===== src/lcf_pkg.sv =====
// Package for the linear crossfade mixer: fixed gain format and rounding constants.
// No dependencies; imported by the top level.
`default_nettype none
package lcf_pkg;
    // gain is unsigned Q1.8: 0..256 means 0..1.0
    localparam int GAIN_BITS         = 9;
    localparam int FRAC_BITS         = 8;
    localparam int GAIN_ONE          = 256;
    localparam int ROUND_HALF        = 128;
    localparam int STEP_CNT_BITS     = 4;
    localparam int CFG_ADDR_BITS     = 3;
    localparam int CFG_DATA_BITS     = 32;
    localparam int FADE_LENGTH_RESET = 4800;
    // register index of fade_length
    localparam logic REG_FADE_LENGTH = 1'b0;
endpackage
`default_nettype wire


===== src/lcf_in_if.sv =====
// Input request channel of the crossfade mixer: one outgoing and one incoming sample.
// No dependencies.
`default_nettype none
interface lcf_in_if #(
    parameter int SAMPLE_BITS = 16
);
    logic                          valid;
    logic                          ready;
    logic signed [SAMPLE_BITS-1:0] outgoing_sample;
    logic signed [SAMPLE_BITS-1:0] incoming_sample;

    modport source (output valid, output outgoing_sample, output incoming_sample,
                    input ready);
    modport sink (input valid, input outgoing_sample, input incoming_sample,
                  output ready);
endinterface
`default_nettype wire


===== src/lcf_out_if.sv =====
// Result request channel of the crossfade mixer: mixed sample and end-of-fade flag.
// No dependencies.
`default_nettype none
interface lcf_out_if #(
    parameter int SAMPLE_BITS = 16
);
    logic                          valid;
    logic                          ready;
    logic signed [SAMPLE_BITS-1:0] mixed_sample;
    logic                          fade_done;

    modport source (output valid, output mixed_sample, output fade_done, input ready);
    modport sink (input valid, input mixed_sample, input fade_done, output ready);
endinterface
`default_nettype wire


===== src/linear_crossfade_mixer.sv =====
// Linear crossfade mixer: top level with serial gain divider and serial multipliers.
// Depends on lcf_pkg, lcf_in_if and lcf_out_if.
//
// Usage:
//   i_in carries sample pairs (outgoing, incoming); o_out carries the mixed sample
//   and fade_done, which is 1 on the last pair of a fade of fade_length pairs.
//   fade_length is written over the APB port at byte address 0 (reset 4800);
//   write it only while the block is idle. pready is always high.
// Sequence:
//   A request is taken only in the idle state. The gain is found by a restoring
//   divider, one quotient bit per cycle, then both products are formed by
//   shift-add multipliers, one gain bit per cycle, then the final step rounds,
//   sums and saturates and loads the output register. A new pair is accepted
//   only after the previous pair has left the final step.
// Stalls:
//   The output register holds a finished result while the receiver stalls; the
//   next pair is accepted meanwhile, and its result waits in the last step
//   until the output register is free.
// Reset:
//   Synchronous active-low reset clears the fade position to zero, sets the
//   fade length to 4800 and empties the output register.
`default_nettype none
module linear_crossfade_mixer #(
    parameter int SAMPLE_BITS   = 16,
    parameter int POSITION_BITS = 24
) (
    input  wire                               i_clk,
    input  wire                               i_rst_n,
    lcf_in_if.sink                            i_in,
    lcf_out_if.source                         o_out,
    input  wire                               i_psel,
    input  wire                               i_penable,
    input  wire                               i_pwrite,
    input  wire [lcf_pkg::CFG_ADDR_BITS-1:0]  i_paddr,
    input  wire [lcf_pkg::CFG_DATA_BITS-1:0]  i_pwdata,
    output logic [lcf_pkg::CFG_DATA_BITS-1:0] o_prdata,
    output logic                              o_pready
);
    import lcf_pkg::*;

    localparam int SB = SAMPLE_BITS;
    localparam int PB = POSITION_BITS;
    localparam int DW = POSITION_BITS + 10;   // holds 512*k + n and n << 9
    localparam int MW = SAMPLE_BITS + GAIN_BITS;
    localparam int RW = SAMPLE_BITS + 1;      // rounded product
    localparam int SW = SAMPLE_BITS + 2;      // sum of two rounded products

    typedef enum logic [1:0] {
        S_IDLE,
        S_DIV,
        S_MUL,
        S_FIN
    } t_state;

    t_state                    r_state;
    logic [PB-1:0]             r_len;
    logic [PB-1:0]             r_pos;
    logic                      r_last;
    logic [DW-1:0]             r_rem;
    logic [DW-1:0]             r_div;
    logic [GAIN_BITS-1:0]      r_q;
    logic [GAIN_BITS-1:0]      r_h;
    logic [STEP_CNT_BITS-1:0]  r_cnt;
    logic signed [SB-1:0]      r_a;
    logic signed [SB-1:0]      r_b;
    logic signed [MW-1:0]      r_pa;
    logic signed [MW-1:0]      r_pb;
    logic                      r_ovalid;
    logic signed [SB-1:0]      r_omix;
    logic                      r_odone;

    logic [PB-1:0]             n_len;
    logic                      n_last;
    logic [PB-1:0]             n_k;
    logic                      n_ge;
    logic [GAIN_BITS-1:0]      n_q;
    logic signed [MW-1:0]      n_ta;
    logic signed [MW-1:0]      n_tb;
    logic signed [RW-1:0]      n_ra;
    logic signed [RW-1:0]      n_rb;
    logic signed [SW-1:0]      n_sum;
    logic signed [SB-1:0]      n_mix;
    logic                      n_cfg_wr;
    logic                      n_load;

    localparam logic [STEP_CNT_BITS-1:0] LAST_STEP = STEP_CNT_BITS'(GAIN_BITS - 1);
    localparam logic signed [SW-1:0] SMP_MAX = SW'({1'b0, {(SB-1){1'b1}}});
    localparam logic signed [SW-1:0] SMP_MIN = -SMP_MAX - SW'(1);

    // effective fade length and clamped position for the pair at the input
    always_comb begin
        n_len  = (r_len == '0) ? PB'(1) : r_len;
        n_last = (r_pos >= n_len - PB'(1));
        n_k    = n_last ? (n_len - PB'(1)) : r_pos;
    end

    // divider step: compare and next quotient
    always_comb begin
        n_ge = (r_rem >= r_div);
        n_q  = {r_q[GAIN_BITS-2:0], n_ge};
    end

    // round both products half up, sum, saturate
    always_comb begin
        n_ta  = r_pa + MW'(ROUND_HALF);
        n_tb  = r_pb + MW'(ROUND_HALF);
        n_ra  = RW'(n_ta >>> FRAC_BITS);
        n_rb  = RW'(n_tb >>> FRAC_BITS);
        n_sum = SW'(n_ra) + SW'(n_rb);
        if (n_sum > SMP_MAX) begin
            n_mix = SB'(SMP_MAX);
        end else if (n_sum < SMP_MIN) begin
            n_mix = SB'(SMP_MIN);
        end else begin
            n_mix = SB'(n_sum);
        end
    end

    // configuration port
    assign n_cfg_wr = i_psel && i_penable && i_pwrite && (i_paddr[2] == REG_FADE_LENGTH);
    assign o_pready = 1'b1;
    assign o_prdata = (i_paddr[2] == REG_FADE_LENGTH) ? CFG_DATA_BITS'(r_len) : '0;

    // channel handshakes
    assign i_in.ready         = (r_state == S_IDLE);
    assign o_out.valid        = r_ovalid;
    assign o_out.mixed_sample = r_omix;
    assign o_out.fade_done    = r_odone;

    // load the output register once it is free
    assign n_load = (r_state == S_FIN) && (!r_ovalid || o_out.ready);

    // sequencer, datapath and output register
    always_ff @(posedge i_clk) begin
        if (!i_rst_n) begin
            r_state  <= S_IDLE;
            r_len    <= PB'(FADE_LENGTH_RESET);
            r_pos    <= '0;
            r_ovalid <= 1'b0;
        end else begin
            if (n_cfg_wr) begin
                r_len <= i_pwdata[PB-1:0];
            end
            // drop the result once taken
            if (n_load) begin
                r_ovalid <= 1'b1;
            end else if (o_out.ready) begin
                r_ovalid <= 1'b0;
            end
            case (r_state)
                S_IDLE: begin
                    if (i_in.valid) begin
                        r_a    <= i_in.outgoing_sample;
                        r_b    <= i_in.incoming_sample;
                        r_last <= n_last;
                        r_pos  <= n_last ? '0 : (n_k + PB'(1));
                        r_rem  <= DW'({n_k, 9'b0}) + DW'(n_len);
                        r_div  <= {1'b0, n_len, 9'b0};
                        r_q    <= '0;
                        r_cnt  <= '0;
                        r_state <= S_DIV;
                    end
                end
                S_DIV: begin
                    // one quotient bit per cycle
                    if (n_ge) begin
                        r_rem <= r_rem - r_div;
                    end
                    r_div <= r_div >> 1;
                    r_q   <= n_q;
                    if (r_cnt == LAST_STEP) begin
                        r_h     <= GAIN_BITS'(GAIN_ONE) - n_q;
                        r_pa    <= '0;
                        r_pb    <= '0;
                        r_cnt   <= '0;
                        r_state <= S_MUL;
                    end else begin
                        r_cnt <= r_cnt + STEP_CNT_BITS'(1);
                    end
                end
                S_MUL: begin
                    // shift-add, gain bits most significant first
                    r_pb  <= (r_pb <<< 1) + (r_q[GAIN_BITS-1] ? MW'(r_b) : MW'(0));
                    r_pa  <= (r_pa <<< 1) + (r_h[GAIN_BITS-1] ? MW'(r_a) : MW'(0));
                    r_q   <= r_q << 1;
                    r_h   <= r_h << 1;
                    r_cnt <= r_cnt + STEP_CNT_BITS'(1);
                    if (r_cnt == LAST_STEP) begin
                        r_state <= S_FIN;
                    end
                end
                S_FIN: begin
                    // hold until the output register is free
                    if (n_load) begin
                        r_omix   <= n_mix;
                        r_odone  <= r_last;
                        r_state  <= S_IDLE;
                    end
                end
                default: begin
                    r_state <= S_IDLE;
                end
            endcase
        end
    end
endmodule
`default_nettype wire

===== src/flat_wrapper.sv =====
// flat-port wrapper written by rule: the top's interface ports become plain ports
module linear_crossfade_mixer_flat import lcf_pkg::*;
#(
    parameter int SAMPLE_BITS   = 16,
    parameter int POSITION_BITS = 24
)
  (i_clk, i_rst_n, i_psel, i_penable, i_pwrite, i_paddr, i_pwdata, o_prdata, o_pready, i_in_valid, i_in_outgoing_sample, i_in_incoming_sample, i_in_ready, o_out_valid, o_out_mixed_sample, o_out_fade_done, o_out_ready);
  lcf_in_if #(.SAMPLE_BITS(SAMPLE_BITS)) i_in_i ();
  lcf_out_if #(.SAMPLE_BITS(SAMPLE_BITS)) o_out_i ();
  input  wire i_clk;
  input  wire i_rst_n;
  input  wire i_psel;
  input  wire i_penable;
  input  wire i_pwrite;
  input  wire [lcf_pkg::CFG_ADDR_BITS-1:0] i_paddr;
  input  wire [lcf_pkg::CFG_DATA_BITS-1:0] i_pwdata;
  output logic [lcf_pkg::CFG_DATA_BITS-1:0] o_prdata;
  output logic o_pready;
  input wire logic [$bits(i_in_i.valid)-1:0] i_in_valid;
  input wire logic [$bits(i_in_i.outgoing_sample)-1:0] i_in_outgoing_sample;
  input wire logic [$bits(i_in_i.incoming_sample)-1:0] i_in_incoming_sample;
  output wire logic [$bits(i_in_i.ready)-1:0] i_in_ready;
  output wire logic [$bits(o_out_i.valid)-1:0] o_out_valid;
  output wire logic [$bits(o_out_i.mixed_sample)-1:0] o_out_mixed_sample;
  output wire logic [$bits(o_out_i.fade_done)-1:0] o_out_fade_done;
  input wire logic [$bits(o_out_i.ready)-1:0] o_out_ready;
  assign i_in_i.valid = i_in_valid;
  assign i_in_i.outgoing_sample = i_in_outgoing_sample;
  assign i_in_i.incoming_sample = i_in_incoming_sample;
  assign i_in_ready = i_in_i.ready;
  assign o_out_valid = o_out_i.valid;
  assign o_out_mixed_sample = o_out_i.mixed_sample;
  assign o_out_fade_done = o_out_i.fade_done;
  assign o_out_i.ready = o_out_ready;
  linear_crossfade_mixer #(.SAMPLE_BITS(SAMPLE_BITS), .POSITION_BITS(POSITION_BITS)) u_core (.i_clk(i_clk), .i_rst_n(i_rst_n), .i_in(i_in_i), .o_out(o_out_i), .i_psel(i_psel), .i_penable(i_penable), .i_pwrite(i_pwrite), .i_paddr(i_paddr), .i_pwdata(i_pwdata), .o_prdata(o_prdata), .o_pready(o_pready));
endmodule

===== config.mk =====
export PLATFORM = sky130hd
export DESIGN_NAME = linear_crossfade_mixer_flat
export DESIGN_NICKNAME = d
export VERILOG_FILES = /design/src/lcf_pkg.sv /design/src/lcf_in_if.sv /design/src/lcf_out_if.sv /design/src/linear_crossfade_mixer.sv /design/src/flat_wrapper.sv
export SDC_FILE = /design/constraint.sdc
export NUM_CORES = 1
export LEC_CHECK = 0
export ABC_CLOCK_PERIOD_IN_PS = 14800
export BUFFER_PORTS_ARGS = -buffer_cell sky130_fd_sc_hd__buf_4
export CAP_MARGIN = 20
export CORE_MARGIN = 2
export CORE_UTILIZATION = 43
export CTS_BUF_LIST = sky130_fd_sc_hd__clkbuf_8
export DETAILED_ROUTE_END_ITERATION = 7
export GPL_TIMING_DRIVEN = 0
export HOLD_SLACK_MARGIN = 0.15
export PLACE_DENSITY = 0.64
export SYNTH_ARGS = -nofsm -noshare
export SYNTH_HDL_FRONTEND = slang
export SYNTH_SLANG_ARGS = --single-unit

===== constraint.sdc =====
create_clock -name i_clk -period 14.8 [get_ports i_clk]
set_input_delay 0 -clock i_clk [delete_from_list [all_inputs] [get_ports i_clk]]
set_output_delay 0 -clock i_clk [all_outputs]
set_load 0.05 [all_outputs]

==> impl_metrics.env, run 1 <==
export IMPL_hp_class="input port to flip-flop"
export IMPL_period_share=0.786
export IMPL_finalHoldViolations=0
export IMPL_setup_viol=0
export IMPL_fmax_mhz=86.0
export IMPL_grt_pass1_wl_um=77300
export IMPL_cp_slowest_cell="clkbuf_1"
export IMPL_irDropWorstVdd_mv=0.0675
export IMPL_yosysWarnings=0
export IMPL_first_global_vias=14900
export IMPL_ant_nets=0
export IMPL_num_vias=15200
export IMPL_port_buffer_count=105
export IMPL_pre_cts_slack_ns=3.61
export IMPL_cp_required_ns=15.29
export IMPL_synth_edf_count=189
export IMPL_start_util=0.438
export IMPL_power_density_mw_per_mm2=127
export IMPL_finalCriticalPeriod_ns=11.63
export IMPL_insertion_delay_ns=0.63
export IMPL_grt_max_degree=35
export IMPL_critPathArrivalTime_ns=12.12
export IMPL_path_class="flip-flop to flip-flop"
export IMPL_gp_congestion=0.891
export IMPL_synth_top_area_cell="edfxtp_1"
export IMPL_wl_per_cell_um=18.1
export IMPL_drv_cap=0
export IMPL_die_w_um=206
export IMPL_setup_slack_ns=3.17
export IMPL_dp_final_hpwl_um=36300
export IMPL_fp_dieH_um=206
export IMPL_worst_slew_pin_slew_ns=0.897
export IMPL_clk_path_buf_depth=3
export IMPL_areaGrowthSynthToFinish_pct=19.7
export IMPL_final_setup_skew_ns=0.0184
export IMPL_crit_path_start_kind="flip-flop"
export IMPL_crit_top_cell="clkbuf_1"
export IMPL_clock_sinks=240
export IMPL_antenna_found_initial=0
export IMPL_core_area_mm2=0.0400
export IMPL_yosysUniqueCellTypes=72
export IMPL_slew_headroom=0.402
export IMPL_viasPerCell=5.55
export IMPL_post_synth_cell_area_avg_um2=9.16
export IMPL_max_stage_delay_ns=0.59
export IMPL_synth_area_leaders="edfxtp_1, ha_1, dfxtp_1, xnor2_1, nand2_1"
export IMPL_final_cell_area_mm2=0.0210
export IMPL_initialDrtViolationCount=926
export IMPL_cp_num_buf_inv=9
export IMPL_cp_max_fo=10
export IMPL_rsz0062_at_grt="false"
export IMPL_post_cts_buffers=0
export IMPL_postPlaceCellArea_mm2=0.0191
export IMPL_synthFlopType="edfxtp_1"
export IMPL_first_pass_iters=5
export IMPL_overflow=0
export IMPL_rows=73
export IMPL_num_antenna_cells=0
export IMPL_root_buffer="clkbuf_8"
export IMPL_grtUsageTotal=0.234
export IMPL_clk_pin_slew_ns=0.06
export IMPL_fill_cells=3673
export IMPL_drive_gt1_frac=0.104
export IMPL_fin_nets=2408
export IMPL_p_leak_nw=8.53
export IMPL_synth_area_mm2=0.0175
export IMPL_pin_count=126
export IMPL_cts_buffers=45
export IMPL_ys_seq_elements=240
export IMPL_syn_inst=1915
export IMPL_postSynth_asyncResetShare=0
export IMPL_fin_util=0.525
export IMPL_path_delay_family="simple AND/OR/NAND/NOR gates"
export IMPL_tritoncts="built"
export IMPL_tns_ns=0
export IMPL_drt_total_wl_um=49500
export IMPL_htree_num_levels=2
export IMPL_status="completed"
export IMPL_yosys_area_top_type_share=0.324
export IMPL_report_final_slew_viol_count=0
export IMPL_drc=0
export IMPL_end_kind="flip-flop"
export IMPL_cts_resized=0
export IMPL_hold_buffers=104
export IMPL_die_area_mm2=0.0424
export IMPL_synth_seq_area_share=0.382
power breakdown:
part / switching (mW) / total [mW] / internal, mW
Combinational: 0.659 / 1.11 / 0.453
Sequential: 0.0516 / 0.935 / 0.884
Clock: 0.309 / 0.621 / 0.312
Total: 1.02 / 2.67 / 1.65
final cells by class:
type                    instances  area (um2)  area share
well taps                     525         657      0.0313
multi-input cells            1493       10100       0.483
flip-flops and latches        240        6700       0.319
clock inverters                29         140     0.00668
inverters                      99         372      0.0177
repair buffers                214        1920      0.0913
plain buffers                  90         380      0.0181
clock buffers                  50         688      0.0328
routing by layer:
| layer | vias to the layer above | wire length, um | GRT usage |
|---|---|---|---|
| met5 | - | 0 | 0 |
| met1 | 7214 | 20900 | 0.280 |
| met2 | 454 | 24100 | 0.414 |
| met3 | 114 | 2510 | 0.0307 |
| li1 | 7415 | - | - |
| met4 | 0 | 2020 | 0.109 |
cells by family after synthesis:
kind of cell             after synthesis  synth area share
AND/OR/NAND/NOR                      680             0.193
AO/OA/AOI/OAI                        447             0.164
flip-flops                           240             0.382
buffers and inverters                189            0.0429
XOR/XNOR                             155            0.0774
adder cells (fa/ha/maj)              151             0.110
multiplexers                          51            0.0312
other                                  2          0.000428
worst min-delay path: stages:
cell           delay, ns
dlygate4sd3_1       0.54
buf_4               0.13
nand2_1             0.04
a21boi_0            0.07
cells in the mapped netlist, drive strengths merged (4+ instances only):
| cell type | number |
|---|---|
| a211o | 8 |
| a211oi | 22 |
| a21boi | 27 |
| a21o | 48 |
| a21oi | 128 |
| a311oi | 7 |
| a31oi | 12 |
| and2 | 65 |
| and3 | 28 |
| and4 | 4 |
| buf | 16 |
| clkbuf | 74 |
| dfxtp | 51 |
| edfxtp | 189 |
| fa | 5 |
| ha | 146 |
| inv | 98 |
| mux2 | 30 |
| mux2i | 21 |
| nand2 | 183 |
| nand2b | 27 |
| nand3 | 49 |
| nand3b | 5 |
| nand4 | 17 |
| nand4b | 5 |
| nor2 | 154 |
| nor2b | 44 |
| nor3 | 37 |
| nor3b | 6 |
| nor4 | 14 |
| o211ai | 11 |
| o21a | 26 |
| o21ai | 93 |
| o21bai | 9 |
| o22ai | 7 |
| o31a | 4 |
| o31ai | 9 |
| or2 | 5 |
| or3 | 23 |
| or4 | 10 |
| xnor2 | 105 |
| xor2 | 50 |
path summary, 6_finish.rpt:
kind,from,to,slack [ns],depth (start not counted)
min reg2reg,u_core.r_pos[1],u_core.r_pos[1],0.51,2
max,u_core.r_len[12],u_core.r_rem[33],3.17,35
max reg2reg,u_core.r_len[12],u_core.r_rem[33],3.17,35
min,i_pwdata[15],u_core.r_len[15],0.21,4
per-stage QoR:
step | instances | hold WS (ns) | total power, mW
floorplan | 1922 | 0.0989 | 1.74
global placement | 2552 | 0.178 | 2.00
detailed placement | 2557 | 0.180 | 2.02
CTS | 2740 | 0.158 | 2.68
global route | 2740 | 0.213 | 2.84
finish | 2740 | 0.206 | 2.67
state kept, by name (all words and copies together) (netlist names), 2 cells and up:
register                   flops
u_core.o_out.mixed_sample     16
u_core.r_state                 2
u_core.r_h                     9
u_core.r_q                     9
u_core.r_pos                  24
u_core.r_pa                   25
u_core.r_pb                   25
u_core.r_rem                  34
u_core.r_b                    16
u_core.r_len                  24
u_core.r_div                  33
u_core.r_a                    16
u_core.r_cnt                   4
cell usage in the layout (no fill, tap or decap), types with 11 or more instances in the layout:
master,n
inv_1,112
clkbuf_8,50
dlygate4sd3_1,104
mux2_2,30
a31oi_1,12
a21boi_0,24
ha_1,146
nor2b_1,43
xnor2_1,105
buf_4,115
nand4_1,17
o211ai_1,11
nand3_1,49
and3_1,27
o21a_1,26
dfxtp_1,51
and2_1,63
a211oi_1,22
a21o_1,48
edfxtp_1,189
nor3_1,37
xor2_1,50
nand2_1,183
or3_1,22
nand2b_1,27
clkbuf_1,74
nor2_1,154
nor4_1,13
o21ai_0,93
mux2i_1,21
a21oi_1,128
Power figures use the tool's default switching activity.
==> run 2: changes to the inputs <==
Settings changed: ABC_CLOCK_PERIOD_IN_PS 14800 to 11300.
Clock period 14.8 ns to 11.3 ns, I/O delays scaled along.
==> run 2 against run 1 <==
  * Sequential power rose by 30%
  * Critical endpoint unchanged
  * Routed wire length shrank 0.23%
  * Critical path type unchanged
  * Critical path depth unchanged
==> impl_metrics.env, run 2 (synthesis results as in run 1) <==
export IMPL_status="completed"
export IMPL_fp_dieH_um=206
export IMPL_final_setup_skew_ns=0.0191
export IMPL_first_global_vias=14900
export IMPL_cp_max_fo=11
export IMPL_first_pass_iters=7
export IMPL_tns_ns=0
export IMPL_end_kind="flip-flop"
export IMPL_drive_gt1_frac=0.106
export IMPL_finalHoldViolations=0
export IMPL_r2r_cells=35
export IMPL_crit_top_cell="a21oi_1"
export IMPL_power_density_mw_per_mm2=166
export IMPL_crit_path_end="u_core.r_rem[33]"
export IMPL_die_area_mm2=0.0424
export IMPL_rsz0062_at_grt="false"
export IMPL_finalCriticalPeriod_ns=10.70
export IMPL_irDropWorstVdd_mv=0.0882
export IMPL_hp_class="input port to flip-flop"
export IMPL_slew_headroom=0.403
export IMPL_antenna_found_initial=0
export IMPL_mostFrequentLayoutCell="edfxtp_1"
export IMPL_p_leak_nw=8.53
export IMPL_regMostFlops="u_core.r_rem"
export IMPL_num_antenna_cells=0
export IMPL_worstReg2RegStart="u_core.r_len[12]"
export IMPL_worst_slew_pin_slew_ns=0.895
export IMPL_dp_final_hpwl_um=36300
export IMPL_clock_sinks=240
export IMPL_r2r_end="u_core.r_rem[33]"
export IMPL_ant_nets=0
export IMPL_clk_pin_slew_ns=0.06
export IMPL_cts_buffers=45
export IMPL_clk_path_buf_depth=3
export IMPL_rows=73
export IMPL_grt_max_degree=35
export IMPL_pin_count=126
export IMPL_tritoncts="built"
export IMPL_insertion_delay_ns=0.63
export IMPL_final_cell_mix="edfxtp_1, nand2_1, nor2_1"
export IMPL_fin_nets=2407
export IMPL_critPathArrivalTime_ns=11.19
export IMPL_largest_reg_flops=34
export IMPL_die_w_um=206
export IMPL_gp_congestion=0.891
export IMPL_num_vias=15100
export IMPL_overflow=0
export IMPL_port_buffer_count=105
export IMPL_grt_pass1_wl_um=77300
export IMPL_crit_start="u_core.r_len[12]"
export IMPL_htree_num_levels=2
export IMPL_period_share=0.947
export IMPL_cp_slowest_cell="or4b_2"
export IMPL_r2r_slack_ns=0.60
export IMPL_reg_top3="u_core.r_rem (34), u_core.r_div (33)"
export IMPL_start_util=0.438
export IMPL_whs_path_depth=4
export IMPL_fmax_mhz=93.5
export IMPL_report_final_slew_viol_count=0
export IMPL_max_stage_delay_ns=0.66
export IMPL_initialDrtViolationCount=902
export IMPL_core_area_mm2=0.0400
export IMPL_areaGrowthSynthToFinish_pct=19.7
export IMPL_wl_per_cell_um=18.0
export IMPL_holdWs_ns=0.206
export IMPL_viasPerCell=5.52
export IMPL_path_class="flip-flop to flip-flop"
export IMPL_setup_viol=0
export IMPL_post_cts_buffers=0
export IMPL_crit_path_start_kind="flip-flop"
export IMPL_cp_required_ns=11.79
export IMPL_drv_cap=0
export IMPL_drt_total_wl_um=49400
export IMPL_drc=0
export IMPL_grtUsageTotal=0.234
export IMPL_root_buffer="clkbuf_8"
==> run 2: cell count changes in the layout (fill, tap and decap cells not counted), sizes merged <==
cell    previous run  this run
clkbuf           124       123
==> run 2: area by class of cell <==
class                      instances  area, um2
clock buffer                      50        688
multi-input combinational       1493      10100
timing repair buffer             214       1920
tap                              525        657
sequential                       240       6700
clock inverter                    29        140
inverter                          99        372
fill                            3671      19000
buffer                            89        378
==> run 2: what timing repair did <==
action	CTS	global route
setup endpoints to repair	0	8
hold buffers	104	0
endpoints found under the hold margin	64	0
gates resized for setup	0	4
==> run 2: critical path: cells and delay by family (launching register included) <==
| kind | cells | cell delay [ns] |
|---|---|---|
| AOI/OAI and AO/OA | 11 | 3.28 |
| xor gates and xnor gates | 1 | 0.24 |
| adders and majority gates | 4 | 1.13 |
| buffers and inverters | 8 | 2.14 |
| DFF | 1 | 0.30 |
| and+or+nand+nor | 11 | 3.49 |
==> run 2: metrics by stage <==
step	setup WS (ns)	cell area, um2	total power [mW]	cells	util
finish	0.601	21000	3.49	2739	0.525
detailed placement	0.115	19100	2.65	2557	0.478
CTS	0.0768	21000	3.51	2740	0.525
floorplan	3.18	17600	2.28	1922	-
global route	0.0998	21000	3.72	2739	0.525
global placement	0.365	19000	2.61	2552	0.475
==> run 2: how the worst min path moves through the flow <==
stage,startpoint,endpoint,slack (ns)
after floorplan,i_in_outgoing_sample[0],u_core.r_a[0],0.1
after global placement,i_in_incoming_sample[3],u_core.r_b[3],0.18
after detailed placement,i_in_incoming_sample[3],u_core.r_b[3],0.18
after CTS,i_pwdata[15],u_core.r_len[15],0.16
after global routing,i_pwdata[15],u_core.r_len[15],0.21
final,i_pwdata[15],u_core.r_len[15],0.21
==> run 2: where the power goes <==
part | switching, mW | internal [mW]
combinational | 0.862 | 0.593
sequential | 0.0675 | 1.16
clock | 0.404 | 0.409
==> run 2: per-layer routing <==
| metal | GRT usage | up-vias | part of all wire |
|---|---|---|---|
| met5 | 0 | - | 0 |
| met4 | 0.109 | 0 | 0.042 |
| met3 | 0.0307 | 117 | 0.045 |
| met2 | 0.414 | 382 | 0.49 |
| met1 | 0.280 | 7198 | 0.43 |
| li1 | - | 7410 | - |
==> run 3: changes to the inputs <==
Settings changed: REMOVE_ABC_BUFFERS from default to 1.
==> run 3 against run 2 <==
  * Non-clock buffer count is 59 lower
  * Global-route usage shrank 1.9 points
  * Largest power group unchanged
  * First-iteration DRC count is 18% higher
  * Core utilization up 0.13 points
  * Highest routed layer is now met5
  * Worst hold slack improved by 0.16 ns
  * Design area grew 0.26%
  * Critical path depth down 3
  * Clock-buffer cell count up 6
  * Worst setup slack better by 0.51 ns
  * Sequential power about the same
==> impl_metrics.env, run 3 (synthesis results as in run 1) <==
export IMPL_status="completed"
export IMPL_clk_path_buf_depth=3
export IMPL_insertion_delay_ns=0.60
export IMPL_final_cell_mix="edfxtp_1, nand2_1, nor2_1"
export IMPL_wl_per_cell_um=17.0
export IMPL_irDropWorstVdd_mv=0.112
export IMPL_first_global_vias=14300
export IMPL_fin_nets=2348
export IMPL_end_kind="flip-flop"
export IMPL_mostFrequentLayoutCell="edfxtp_1"
export IMPL_setup_viol=0
export IMPL_dp_final_hpwl_um=32000
export IMPL_overflow=0
export IMPL_cts_buffers=45
export IMPL_p_leak_nw=8.59
export IMPL_pre_cts_slack_ns=1.35
export IMPL_areaGrowthSynthToFinish_pct=20.0
export IMPL_initialDrtViolationCount=1068
export IMPL_drive_gt1_frac=0.109
export IMPL_period_share=0.902
export IMPL_grt_max_degree=74
export IMPL_reg_top3="u_core.r_rem (34), u_core.r_div (33)"
export IMPL_clock_sinks=240
export IMPL_port_buffer_count=106
export IMPL_htree_num_levels=2
export IMPL_first_pass_iters=5
export IMPL_start_util=0.438
export IMPL_largest_reg_flops=34
export IMPL_fp_dieH_um=206
export IMPL_report_final_slew_viol_count=0
export IMPL_setup_slack_ns=1.11
export IMPL_pin_count=126
export IMPL_drt_total_wl_um=45500
export IMPL_ant_nets=0
export IMPL_antenna_found_initial=2
export IMPL_postPlaceCellArea_mm2=0.0189
export IMPL_viasPerCell=5.46
export IMPL_final_setup_skew_ns=0.0173
export IMPL_tritoncts="built"
export IMPL_clk_pin_slew_ns=0.06
export IMPL_rsz0062_at_grt="false"
export IMPL_crit_path_start_kind="flip-flop"
export IMPL_slew_headroom=0.353
export IMPL_grt_pass1_wl_um=72800
export IMPL_max_stage_delay_ns=0.76
export IMPL_hp_class="input port to flip-flop"
export IMPL_core_area_mm2=0.0400
export IMPL_root_buffer="clkbuf_8"
export IMPL_fin_total_pwr_mw=3.48
export IMPL_cp_max_fo=56
export IMPL_cts_resized=0
export IMPL_holdWs_ns=0.364
export IMPL_path_class="flip-flop to flip-flop"
export IMPL_gp_congestion=0.854
export IMPL_rows=73
export IMPL_cp_slowest_cell="dfxtp_1"
export IMPL_num_antenna_cells=0
export IMPL_num_vias=14600
export IMPL_critPathArrivalTime_ns=10.65
export IMPL_finalCriticalPeriod_ns=10.19
export IMPL_finalHoldViolations=0
export IMPL_cp_required_ns=11.76
export IMPL_grtUsageTotal=0.214
export IMPL_drc=0
export IMPL_die_w_um=206
export IMPL_power_density_mw_per_mm2=165
export IMPL_die_area_mm2=0.0424
export IMPL_final_cell_area_mm2=0.0210
export IMPL_fmax_mhz=98.1
export IMPL_drv_cap=0
export IMPL_tns_ns=0
export IMPL_regMostFlops="u_core.r_rem"
export IMPL_worst_slew_pin_slew_ns=0.970
[run 3: cell count changes in the layout (fill, tap and decap cells not counted), sizes merged]
cell | before | now
buf | 126 | 116
dlygate4sd3 | 104 | 128
clkbuf | 123 | 56
clkinv | 13 | 6
clkinvlp | 0 | 1
[run 3: area by class of cell]
cell class	instances	area, um2
repair buffers	244	2280
clock inverters	23	101
inverters	99	372
multi-input cells	1493	10200
fillers	3689	19000
flip-flops and latches	240	6700
well taps	525	657
clock buffers	56	771
[run 3: metal layers]
layer	vias to the layer above	global-route usage	part of all wire
li1	7287	-	-
met4	2	0.0694	0.024
met3	75	0.0355	0.057
met2	338	0.351	0.45
met5	-	0	0.00018
met1	6943	0.289	0.47
[run 3: path summary, 6_finish.rpt]
check                                      start                      to  slack, ns  depth (start not counted)
worst max-delay path            u_core.r_len[17]        u_core.r_rem[33]       1.11                         32
worst max register to register  u_core.r_len[17]        u_core.r_rem[33]       1.11                         32
worst min-delay path                 o_out_ready       u_core.r_state[0]       0.36                          5
worst min register to register     u_core.r_last  u_core.o_out.fade_done       0.43                          0
[run 3: power by group]
group / switching, mW / internal [mW]
Clock: 0.380 / 0.444
Sequential: 0.0766 / 1.16
Combinational: 0.816 / 0.602
[run 3: timing repair]
item	CTS	global route
hold buffers	128	0
buffers inserted	0	0
hold endpoints to repair	92	0
[run 3: through the flow]
| step | util | instances |
|---|---|---|
| 6_report | 0.526 | 2680 |
| 5_1_grt | 0.526 | 2680 |
| 4_1_cts | 0.526 | 2680 |
| 3_5_place_dp | 0.472 | 2473 |
| 3_3_place_gp | 0.466 | 2463 |
| 2_1_floorplan | - | 1832 |
[run 3: critical path: cells and delay by family (launching register included)]
| family | cells | cell delay (ns) |
|---|---|---|
| fa+ha+maj | 4 | 1.23 |
| compound gates | 10 | 2.88 |
| simple gates | 12 | 4.24 |
| buf+inv | 5 | 0.62 |
| xor+xnor | 1 | 0.28 |
| flops | 1 | 0.76 |
